File: src/hdl/invariant_mass_constraint_engine_core_assert.svh
// assertion macros shared by the rtl
`ifndef INVARIANT_MASS_CONSTRAINT_ENGINE_CORE_ASSERT_SVH
`define INVARIANT_MASS_CONSTRAINT_ENGINE_CORE_ASSERT_SVH

// property holds at every edge outside reset
`define IMC_ASSERT(lbl, prop) \
  lbl: assert property (@(posedge clk_i) disable iff (!rst_ni) prop) \
    else $error("imc assertion failed");

// consequent holds in the cycle after the antecedent
`define IMC_ASSERT_NEXT(lbl, ante, cons) \
  lbl: assert property (@(posedge clk_i) disable iff (!rst_ni) (ante) |=> (cons)) \
    else $error("imc assertion failed");

`endif

File: src/hdl/imc_pkg.sv
package imc_pkg;

  localparam int FRAC_BITS = 16;
  localparam int SUM_WIDTH = 40;
  localparam int MAG_W     = 32;
  localparam int SQ_W      = 2 * MAG_W;
  localparam int DEN_W     = 3 * MAG_W;
  localparam int NUM_W     = SQ_W + 1 + 2 * FRAC_BITS;

  localparam logic [3:0] ITEM_MASS    = 4'd0;
  localparam logic [3:0] ITEM_FIRST0  = 4'd1;
  localparam logic [3:0] ITEM_FIRST3  = 4'd4;
  localparam logic [3:0] ITEM_SECOND0 = 4'd5;
  localparam logic [3:0] ITEM_LAST    = 4'd14;

  typedef enum logic [1:0] {
    KIND_VALUE  = 2'd0,
    KIND_MASS   = 2'd1,
    KIND_FIRST  = 2'd2,
    KIND_SECOND = 2'd3
  } kind_e;

  typedef struct packed {
    logic signed [31:0] energy;
    logic signed [31:0] mom_x;
    logic signed [31:0] mom_y;
    logic signed [31:0] mom_z;
    logic               second_group;
    logic               final_particle;
  } in_beat_t;

  typedef struct packed {
    kind_e              kind;
    logic               group;
    logic [1:0]         row;
    logic [1:0]         col;
    logic signed [31:0] value;
    logic               overflow;
    logic               energy_not_positive;
    logic               run_end;
  } out_beat_t;

  // upper triangle of the hessian, row major: {row, col}
  function automatic logic [3:0] pair_rc(input logic [3:0] k);
    logic [3:0] rc;
    case (k)
      4'd0:    rc = 4'b0000;
      4'd1:    rc = 4'b0001;
      4'd2:    rc = 4'b0010;
      4'd3:    rc = 4'b0011;
      4'd4:    rc = 4'b0101;
      4'd5:    rc = 4'b0110;
      4'd6:    rc = 4'b0111;
      4'd7:    rc = 4'b1010;
      4'd8:    rc = 4'b1011;
      4'd9:    rc = 4'b1111;
      default: rc = 4'b0000;
    endcase
    return rc;
  endfunction

endpackage

File: src/hdl/imc_mul.sv
module imc_mul import imc_pkg::*; (
  input  logic             clk_i,
  input  logic [MAG_W-1:0] a_i,
  input  logic [MAG_W-1:0] b_i,
  output logic [SQ_W-1:0]  p_o
);

  logic [SQ_W-1:0] p_q;

  always_ff @(posedge clk_i) begin
    p_q <= SQ_W'(a_i) * SQ_W'(b_i);
  end

  assign p_o = p_q;

endmodule

File: config.mk
export PLATFORM = sky130hd
export DESIGN_NAME = imc_mul
export DESIGN_NICKNAME = d
export VERILOG_FILES = /design/src/hdl/invariant_mass_constraint_engine_core_assert.svh /design/src/hdl/imc_pkg.sv /design/src/hdl/imc_mul.sv
export SDC_FILE = /design/constraint.sdc
export NUM_CORES = 2
export LEC_CHECK = 0
export ABC_AREA = 1
export BUFFER_PORTS_ARGS = -buffer_cell sky130_fd_sc_hd__buf_2
export CELL_PAD_IN_SITES_DETAIL_PLACEMENT = 2
export CELL_PAD_IN_SITES_GLOBAL_PLACEMENT = 2
export CORE_ASPECT_RATIO = 1.5
export CORE_MARGIN = 2
export CORE_UTILIZATION = 39
export CTS_CLUSTER_SIZE = 16
export DETAILED_ROUTE_END_ITERATION = 12
export MAX_ROUTING_LAYER = met4
export PLACE_DENSITY = 0.87
export SLEW_MARGIN = 10
export SYNTH_ARGS = -nofsm -noshare
export SYNTH_HDL_FRONTEND = slang
export SYNTH_SLANG_ARGS = --single-unit
export TNS_END_PERCENT = 50
File: constraint.sdc
create_clock -name clk_i -period 8.5 [get_ports clk_i]
set_clock_uncertainty 0.15 [all_clocks]
set_input_delay 1.275 -clock clk_i [delete_from_list [all_inputs] [get_ports clk_i]]
set_output_delay 1.275 -clock clk_i [all_outputs]
set_load 0.01 [all_outputs]
==> results.cfg <==
[synthesis]
asyncSetResetFlopFracSynth = 0
yosys_most_used_dff = dfxtp_1
yosys_warnings = 0
yosysSeqAreaShare = 0.0343
synth-seq-cells = 64
synth_area_mm2 = 0.0374
syn-mean-instance-area_um2 = 7.45
yosys.area.top_type = fa_1
synth.net_count = 6247
netlist-cell-type-count = 23
yosysMostFrequentCell = inv_1
number_of_enable_flip_flop_cells_after_synthesis = 0
netlist_top_cells_area = fa_1 (48%), inv_1 (17%), nand2_1 (16%)
post_synth_inst_count = 5023
synth_common_cells = inv_1 (1723), nand2_1 (1566), fa_1 (896)
synth_largest_type_area_fraction = 0.480

[global_route]
gr-total-overflow = 0
grt_antenna_before_repair = 4
grt_first_pass_wirelength_mm = 262
grtUsageMet3 = 0.0604
grt_pass1_vias = 41548
grt.busiest_layer = met2
groute.usage.overall = 0.377
met2_usage = 0.675
groute.layer.met1.usage = 0.358
grt_start_max_net_pins = 30

[finish]
final_core_util = 0.421
finalNetCount = 6296
layout.cell_area.non_filler_mm2 = 0.0402
layout-drive-gt1-share = 0.0626
largest_register_ffs = 64
areaGrowthSynthToFinish_pct = 7.38

[clock_tree]
cts.clk_slew.worst_paths_ns = 0.06
tritoncts = done
post_cts_hold_buffer_count = 0
ctsRootBufferMaster = clkbuf_16
cts_inserted_buffers = 9
clock_tree.htree_level_count = 3
clock_sinks = 64
bufs_on_longest_clock_path = 2

[worst_hold_path]
hold_path_end = p_o[0]$_DFF_P_
hold_start = b_i[0]
timing.hold.worst.class = in -> reg
holdPathStages = 4

[worst_setup_path]
critical_path.startpoint_type = input port
max_stage_delay_ns = 0.69
criticalPathCategory = in -> reg
cp_common_cell = fa_1
worst-endpoint-arrival_ns = 8.55
crit_path_end_kind = flop
cp_cell_sequence = buf_2, nand2_1, inv_1, fa_1, fa_1, inv_1, fa_1, fa_1, inv_1, fa_1, fa_1, fa_1, fa_1, ha_1, nand2_1, nor2_1, inv_1, nor2_1, a21oi_1, nand2_2, nand2_1, nand2_1, nand2_1, nand2_1
crit_path_top_delay_cell = fa_1
cp_num_buf_inv = 5
timing.critical_path.max_delay_family = adder cells
crit_fanout = 25
timing.critical_path.required_ns = 8.65

[route]
detailroute.via_count = 33385
via_per_inst = 5.26
drt_pre_antenna_iters = 5
drt_first_iter_violations = 1583
drt-wirelength-per-cell_um = 27.8
routed_wl_mm = 176
drc = 0
drt.antenna.violating_nets = 0

[timing]
period_needed_ns = 8.40
fmax_mhz = 119
final_count_of_negative_setup_slack_endpoints = 0
timing.final.hold_violations = 0
worst-slew-pin-transition_ns = 0.847
worst_slack_ns = 0.0970
slew-limit-headroom = 0.435
holdWs_ns = 1.57
final_min_period_over_clock_period = 0.989
final-max-slew-violation-count = 0
rsz0062_at_grt = false

[floorplan]
pin_count = 129
die_width_um = 257
num_rows = 139
placeableCoreArea_mm2 = 0.0955
start_util = 0.392
area_enclosed_by_the_die_boundary_mm2 = 0.0984
dieHeight_um = 383

[place]
dpl_cell_area_mm2 = 0.0398
gp_routability_congestion = 0.918
hpwl_after_dpl_mm = 151
numPortBuffers = 128
pre_cts_ws_ns = -0.126

[flow_run]
drv_cap = 0

[outcome]
status = finished clean
[cells in the final DEF (no fill, tap or decap), types with 14 or more instances in the layout]
| cell type | count |
|---|---|
| nand2_2 | 16 |
| nor2_1 | 81 |
| inv_1 | 1723 |
| ha_1 | 262 |
| nand4_1 | 16 |
| buf_2 | 112 |
| a21oi_1 | 43 |
| nor2_2 | 14 |
| xor2_1 | 33 |
| buf_4 | 95 |
| fa_1 | 889 |
| nand3_1 | 56 |
| nand2_1 | 1565 |
| dfxtp_1 | 64 |
[area by class of cell]
| class | count | area [µm²] |
|---|---|---|
| Clock buffer | 12 | 267 |
| Multi-Input combinational cell | 3032 | 28900 |
| Clock inverter | 3 | 40.0 |
| Inverter | 1735 | 6510 |
| Sequential cell | 64 | 1280 |
| Antenna cell | 3 | 7.51 |
| Tap cell | 1269 | 1590 |
| Fill cell | 11377 | 55300 |
| Timing Repair Buffer | 230 | 1560 |
[layer usage]
metal / vias to the layer above / wire length [µm] / share of wire
met1: 17417 / 57800 / 0.33
met3: 889 / 8140 / 0.046
met5: - / 0 / 0
li1: 13712 / - / -
met2: 1367 / 93400 / 0.53
met4: 0 / 16900 / 0.096
[through the flow]
step	TNS (ns)	cells
6_report	0	6348
5_1_grt	0	6348
4_1_cts	0	6345
3_5_place_dp	-0.463	6330
3_3_place_gp	0	6330
2_1_floorplan	0	5023
[logic make-up after synthesis]
kind of cell / Yosys count / synth area share
and+or+nand+nor: 1781 / 0.188
adders and majority gates: 1159 / 0.568
xor gates and xnor gates: 35 / 0.00820
DFF: 64 / 0.0343
AOI/OAI and AO/OA: 57 / 0.00853
buffers and inverters: 1927 / 0.193
[what timing repair did]
| item | 4_1_cts | 5_1_grt |
|---|---|---|
| endpoints found under the setup margin | 0 | 37 |
| buffers inserted | 0 | 0 |
| gates resized for setup | 0 | 32 |
[how the worst max path moves through the flow]
stage,slack (ns),start,cells after the start,to
3_5_place_dp,-0.13,a_i[10],23,p_o[63]$_DFF_P_
5_1_grt,0.003,a_i[19],22,p_o[53]$_DFF_P_
4_1_cts,0.16,a_i[10],24,p_o[63]$_DFF_P_
6_report,0.1,b_i[9],24,p_o[63]$_DFF_P_
3_3_place_gp,0.30,b_i[9],26,p_o[35]$_DFF_P_
2_1_floorplan,1.26,a_i[25],26,p_o[60]$_DFF_P_
Power is left out: the tool's default activity adds up to more than one toggle a clock period on the data nets, which glitch-free logic cannot reach.
