### src/hdl/invariant_mass_constraint_engine_core_assert.svh
// assertion macros shared by the rtl
`ifndef INVARIANT_MASS_CONSTRAINT_ENGINE_CORE_ASSERT_SVH
`define INVARIANT_MASS_CONSTRAINT_ENGINE_CORE_ASSERT_SVH

// property holds at every edge outside reset
`define IMC_ASSERT(lbl, prop) \
  lbl: assert property (@(posedge clk_i) disable iff (!rst_ni) prop) \
    else $error("imc assertion failed");

// consequent holds in the cycle after the antecedent
`define IMC_ASSERT_NEXT(lbl, ante, cons) \
  lbl: assert property (@(posedge clk_i) disable iff (!rst_ni) (ante) |=> (cons)) \
    else $error("imc assertion failed");

`endif

### src/hdl/imc_pkg.sv
package imc_pkg;

  localparam int FRAC_BITS = 16;
  localparam int SUM_WIDTH = 40;
  localparam int MAG_W     = 32;
  localparam int SQ_W      = 2 * MAG_W;
  localparam int DEN_W     = 3 * MAG_W;
  localparam int NUM_W     = SQ_W + 1 + 2 * FRAC_BITS;

  localparam logic [3:0] ITEM_MASS    = 4'd0;
  localparam logic [3:0] ITEM_FIRST0  = 4'd1;
  localparam logic [3:0] ITEM_FIRST3  = 4'd4;
  localparam logic [3:0] ITEM_SECOND0 = 4'd5;
  localparam logic [3:0] ITEM_LAST    = 4'd14;

  typedef enum logic [1:0] {
    KIND_VALUE  = 2'd0,
    KIND_MASS   = 2'd1,
    KIND_FIRST  = 2'd2,
    KIND_SECOND = 2'd3
  } kind_e;

  typedef struct packed {
    logic signed [31:0] energy;
    logic signed [31:0] mom_x;
    logic signed [31:0] mom_y;
    logic signed [31:0] mom_z;
    logic               second_group;
    logic               final_particle;
  } in_beat_t;

  typedef struct packed {
    kind_e              kind;
    logic               group;
    logic [1:0]         row;
    logic [1:0]         col;
    logic signed [31:0] value;
    logic               overflow;
    logic               energy_not_positive;
    logic               run_end;
  } out_beat_t;

  // upper triangle of the hessian, row major: {row, col}
  function automatic logic [3:0] pair_rc(input logic [3:0] k);
    logic [3:0] rc;
    case (k)
      4'd0:    rc = 4'b0000;
      4'd1:    rc = 4'b0001;
      4'd2:    rc = 4'b0010;
      4'd3:    rc = 4'b0011;
      4'd4:    rc = 4'b0101;
      4'd5:    rc = 4'b0110;
      4'd6:    rc = 4'b0111;
      4'd7:    rc = 4'b1010;
      4'd8:    rc = 4'b1011;
      4'd9:    rc = 4'b1111;
      default: rc = 4'b0000;
    endcase
    return rc;
  endfunction

endpackage

### src/hdl/imc_sqrt.sv
module imc_sqrt import imc_pkg::*; (
  input  logic             clk_i,
  input  logic             rst_ni,
  input  logic             start_i,
  input  logic [SQ_W-1:0]  rad_i,
  output logic             busy_o,
  output logic             done_o,
  output logic [MAG_W-1:0] root_o
);

  localparam int CNT_W = $clog2(MAG_W + 1);

  logic             busy_q, done_q;
  logic [CNT_W-1:0] cnt_q;
  logic [SQ_W-1:0]  rad_q;
  logic [MAG_W:0]   rem_q;
  logic [MAG_W-1:0] root_q;
  logic [MAG_W+2:0] sh, trial, diff;
  logic             ge;

  assign sh    = {rem_q, rad_q[SQ_W-1 -: 2]};
  assign trial = {1'b0, root_q, 2'b01};
  assign ge    = sh >= trial;
  assign diff  = sh - trial;

  always_ff @(posedge clk_i or negedge rst_ni) begin
    if (!rst_ni) begin
      busy_q <= 1'b0;
      done_q <= 1'b0;
      cnt_q  <= '0;
    end else begin
      done_q <= 1'b0;
      if (start_i) begin
        busy_q <= 1'b1;
        cnt_q  <= CNT_W'(MAG_W);
      end else if (busy_q) begin
        cnt_q <= cnt_q - 1'b1;
        if (cnt_q == CNT_W'(1)) begin
          busy_q <= 1'b0;
          done_q <= 1'b1;
        end
      end
    end
  end

  always_ff @(posedge clk_i) begin
    if (start_i) begin
      rad_q  <= rad_i;
      rem_q  <= '0;
      root_q <= '0;
    end else if (busy_q) begin
      rad_q  <= rad_q << 2;
      rem_q  <= ge ? diff[MAG_W:0] : sh[MAG_W:0];
      root_q <= {root_q[MAG_W-2:0], ge};
    end
  end

  assign busy_o = busy_q;
  assign done_o = done_q;
  assign root_o = root_q;

endmodule

### config.mk
export PLATFORM = sky130hd
export DESIGN_NAME = imc_sqrt
export DESIGN_NICKNAME = d
export VERILOG_FILES = /design/src/hdl/invariant_mass_constraint_engine_core_assert.svh /design/src/hdl/imc_pkg.sv /design/src/hdl/imc_sqrt.sv
export SDC_FILE = /design/constraint.sdc
export NUM_CORES = 1
export LEC_CHECK = 0
export ABC_AREA = 1
export BUFFER_PORTS_ARGS = -buffer_cell sky130_fd_sc_hd__buf_2
export CAP_MARGIN = 30
export CELL_PAD_IN_SITES_DETAIL_PLACEMENT = 0
export CELL_PAD_IN_SITES_GLOBAL_PLACEMENT = 2
export CORE_ASPECT_RATIO = 1.1
export CORE_MARGIN = 2
export CORE_UTILIZATION = 30
export DETAILED_ROUTE_END_ITERATION = 10
export GPL_TIMING_DRIVEN = 0
export HOLD_SLACK_MARGIN = 0.05
export PLACE_DENSITY_LB_ADDON = 0.1
export SLEW_MARGIN = 20
export SYNTH_ARGS = -nofsm -noshare
export SYNTH_HDL_FRONTEND = slang
export SYNTH_SLANG_ARGS = --single-unit
### constraint.sdc
create_clock -name clk_i -period 4.2 [get_ports clk_i]
set_input_delay 0.84 -clock clk_i [delete_from_list [all_inputs] [get_ports clk_i]]
set_output_delay 0.84 -clock clk_i [all_outputs]
set_load 0.03 [all_outputs]
==> flow_metrics.env <==
export IMPL_detail_route_drc_violations=0
export IMPL_rsz0062_at_grt="false"
export IMPL_synthDominantAreaCellType="sky130_fd_sc_hd__nand2_1"
export IMPL_layout_skew_ns=0.0135
export IMPL_cellPowerDensity_nw_per_um2=746
export IMPL_row_count=63
export IMPL_path_clk_slew_ns=0.08
export IMPL_run_status="finished clean"
export IMPL_die_height_um=177
export IMPL_detailroute_via_count=7341
export IMPL_detail_route_wl_per_cell_um=15.1
export IMPL_synth_edf_count=64
export IMPL_yosys_cell_types_count=39
export IMPL_grt_pass1_wl_mm=40.3
export IMPL_drtAntennaViolNets=0
export IMPL_holdBufCountCts=0
export IMPL_post_cts_resize_count=0
export IMPL_start_util_pct=30.5
export IMPL_worst_ir_drop_vdd_mv=0.237
export IMPL_clock_sinks=137
export IMPL_floorplan_io_pins=101
export IMPL_dieArea_um2=28600
export IMPL_number_of_antenna_violations_at_the_first_check_in_global_routing=0
export IMPL_ys_flop_type="sky130_fd_sc_hd__dfxtp_1"
export IMPL_syn_nets=1275
export IMPL_place_worst_setup_slack_ns=0.924
export IMPL_tmin_final_ns=2.68
export IMPL_report_final_setup_viol=0
export IMPL_min_path_type="input pin to asynchronous set/reset pin"
export IMPL_overall_overflow_remaining_after_global_route=0
export IMPL_static_leak_nw=5.11
export IMPL_ys_warnings_count=0
export IMPL_cap_violations=0
export IMPL_cts_root_buf="sky130_fd_sc_hd__clkbuf_16"
export IMPL_dieWidth_um=162
export IMPL_synth_top_cells_by_area="sky130_fd_sc_hd__nand2_1, sky130_fd_sc_hd__edfxtp_1, sky130_fd_sc_hd__dfxtp_1"
export IMPL_clock_tree_htree_level_count=4
export IMPL_first_global_vias=7425
export IMPL_postSynthAreaPerCell_um2=6.99
export IMPL_timing_worst_slew_pin_value_ns=0.798
export IMPL_synth_most_common_cell="sky130_fd_sc_hd__nand2_1"
export IMPL_area_overhead_of_the_layout_relative_to_synthesis_pct=19.0
export IMPL_fin_nets=1395
export IMPL_clock_tree_from_tritoncts="built"
export IMPL_timing_critical_path_fanout_max=51
export IMPL_clk_insertion_delay_late_ns=0.43
export IMPL_netlist_area_um2=8190
export IMPL_min_period_over_period_pct=63.9
export IMPL_maxUsedRoutingLayer="met4"
export IMPL_synth_largest_type_area_fraction_pct=24.8
export IMPL_floorplan_core_area_um2=26900
export IMPL_grt_use_total_pct=18.2
export IMPL_finalHoldViolCount=0
export IMPL_crit_arrival_ns=2.83
export IMPL_postCtsSetupBuffers=0
export IMPL_drive_above_1_share_pct=13.9
export IMPL_met3RoutedLength_um=822
export IMPL_ys_top_cells_by_count="sky130_fd_sc_hd__nand2_1, sky130_fd_sc_hd__inv_1, sky130_fd_sc_hd__nand3_1"
export IMPL_clk_path_buf_depth=2
export IMPL_fillers=2974
export IMPL_number_of_i_o_port_buffers=100
export IMPL_drt_pass1_iter_count=5
export IMPL_n_antenna_cell=0
export IMPL_viasPerCell=4.42
export IMPL_met2_wirelength_mm=12.2
export IMPL_syn_inst=1172
export IMPL_startpoint_type="input pin"
export IMPL_power_total_mw=7.27
export IMPL_peak_freq_mhz=373
export IMPL_worst_slew_margin_rel_pct=46.6
export IMPL_met1Wirelength_mm=11.6
export IMPL_report_final_slew_viol_count=0
export IMPL_cts_buffers=17
export IMPL_first_iter_violations=336
export IMPL_finalWeightedCongestion=0.836
export IMPL_largest_net_degree_at_the_start_of_global_routing=52
export IMPL_post_dp_hpwl_mm=19.7
export IMPL_worst_setup_path_end_kind="flip-flop"
export IMPL_criticalPathCategory="input pin to flip-flop"
export IMPL_cp_required_ns=4.35
export IMPL_ff_latch_count_synth=137
export IMPL_seq_area_frac_synth_pct=41.8
export IMPL_setup_slack_ns=1.52
export IMPL_totalWireLength_mm=25.0
export IMPL_async_set_or_reset_flop_fraction_in_the_synthesized_netlist_pct=5.84
-- critical path, cell delays in order --
cell and delay [ns]:
sky130_fd_sc_hd__buf_2 0.14, sky130_fd_sc_hd__nor2_1 0.49, sky130_fd_sc_hd__clkinv_1 0.59, sky130_fd_sc_hd__clkbuf_4 0.47
sky130_fd_sc_hd__buf_16 0.26
-- logic make-up after synthesis --
kind of cell | Yosys count | synth area share, %
xor gates and xnor gates | 15 | 1.60
AOI/OAI and AO/OA | 76 | 5.41
adders and majority gates | 36 | 5.50
DFF | 137 | 41.8
and+or+nand+nor | 718 | 36.6
buffers and inverters | 190 | 9.12
-- cell type report --
class | count | area (um2) | share of cell area, %
Timing Repair Buffer | 101 | 528 | 5.41
Tap cell | 357 | 447 | 4.58
Multi-Input combinational cell | 845 | 4020 | 41.2
Sequential cell | 137 | 3420 | 35.1
Clock inverter | 15 | 155 | 1.59
Buffer | 33 | 161 | 1.66
Clock buffer | 17 | 425 | 4.36
Inverter | 157 | 589 | 6.04
-- per-layer routing --
metal / up-vias / global-route usage (%)
li1: 3930 / -
met1: 3285 / 22.7
met2: 107 / 32.4
met3: 19 / 3.08
met4: 0 / 4.84
met5: - / 0
-- layout by cell type, fill, tap and decap left out, drive strengths merged, types with 12 or more instances in the layout --
cell type    n
nand2      553
inv        164
buf        112
nand3       77
dfxtp       65
edfxtp      64
nor2        57
clkbuf      39
ha          36
o22ai       32
a21oi       26
xor2        15
o21ai       12
-- flip-flops by register name, indices dropped and copies added, names as in the netlist --
register	flops
rem_q	33
done_o	1
cnt_q	6
root_o	32
rad_q	64
busy_o	1
-- through the flow --
step           utilization, %  area [um2]  std cells  setup TNS (ns)  hold slack (ns)
2_1_floorplan               -        8190       1172               0            0.430
3_3_place_gp             34.0        9140       1629          -56.64            0.449
3_5_place_dp             34.1        9170       1630               0            0.458
4_1_cts                  36.3        9750       1662               0            0.234
5_1_grt                  36.3        9750       1662               0            0.238
6_report                 36.3        9750       1662               0            0.240
-- where the power goes --
part | switching, mW | internal [mW] | leakage [nW]
combinational | 2.67 | 1.30 | 3.49
sequential | 0.124 | 1.63 | 1.33
clock | 0.706 | 0.840 | 0.280
-- worst paths after layout --
kind	startpoint	to	slack (ns)	cells past startpoint
worst max-delay path	start_i	rad_q[51]$_DFFE_PP_	1.52	5
worst min-delay path	rst_ni	cnt_q[2]$_DFFE_PN0P_	0.24	1
worst max register to register	busy_o$_DFF_PN0_	rad_q[51]$_DFFE_PP_	1.64	4
worst min register to register	rem_q[31]$_SDFFE_PP0P_	rem_q[31]$_SDFFE_PP0P_	0.47	2
max in group asynchronous	rst_ni	cnt_q[0]$_DFFE_PN0P_	3.77	1
min in group clk_i	rem_q[31]$_SDFFE_PP0P_	rem_q[31]$_SDFFE_PP0P_	0.47	2
(Power assumes the default switching activity.)
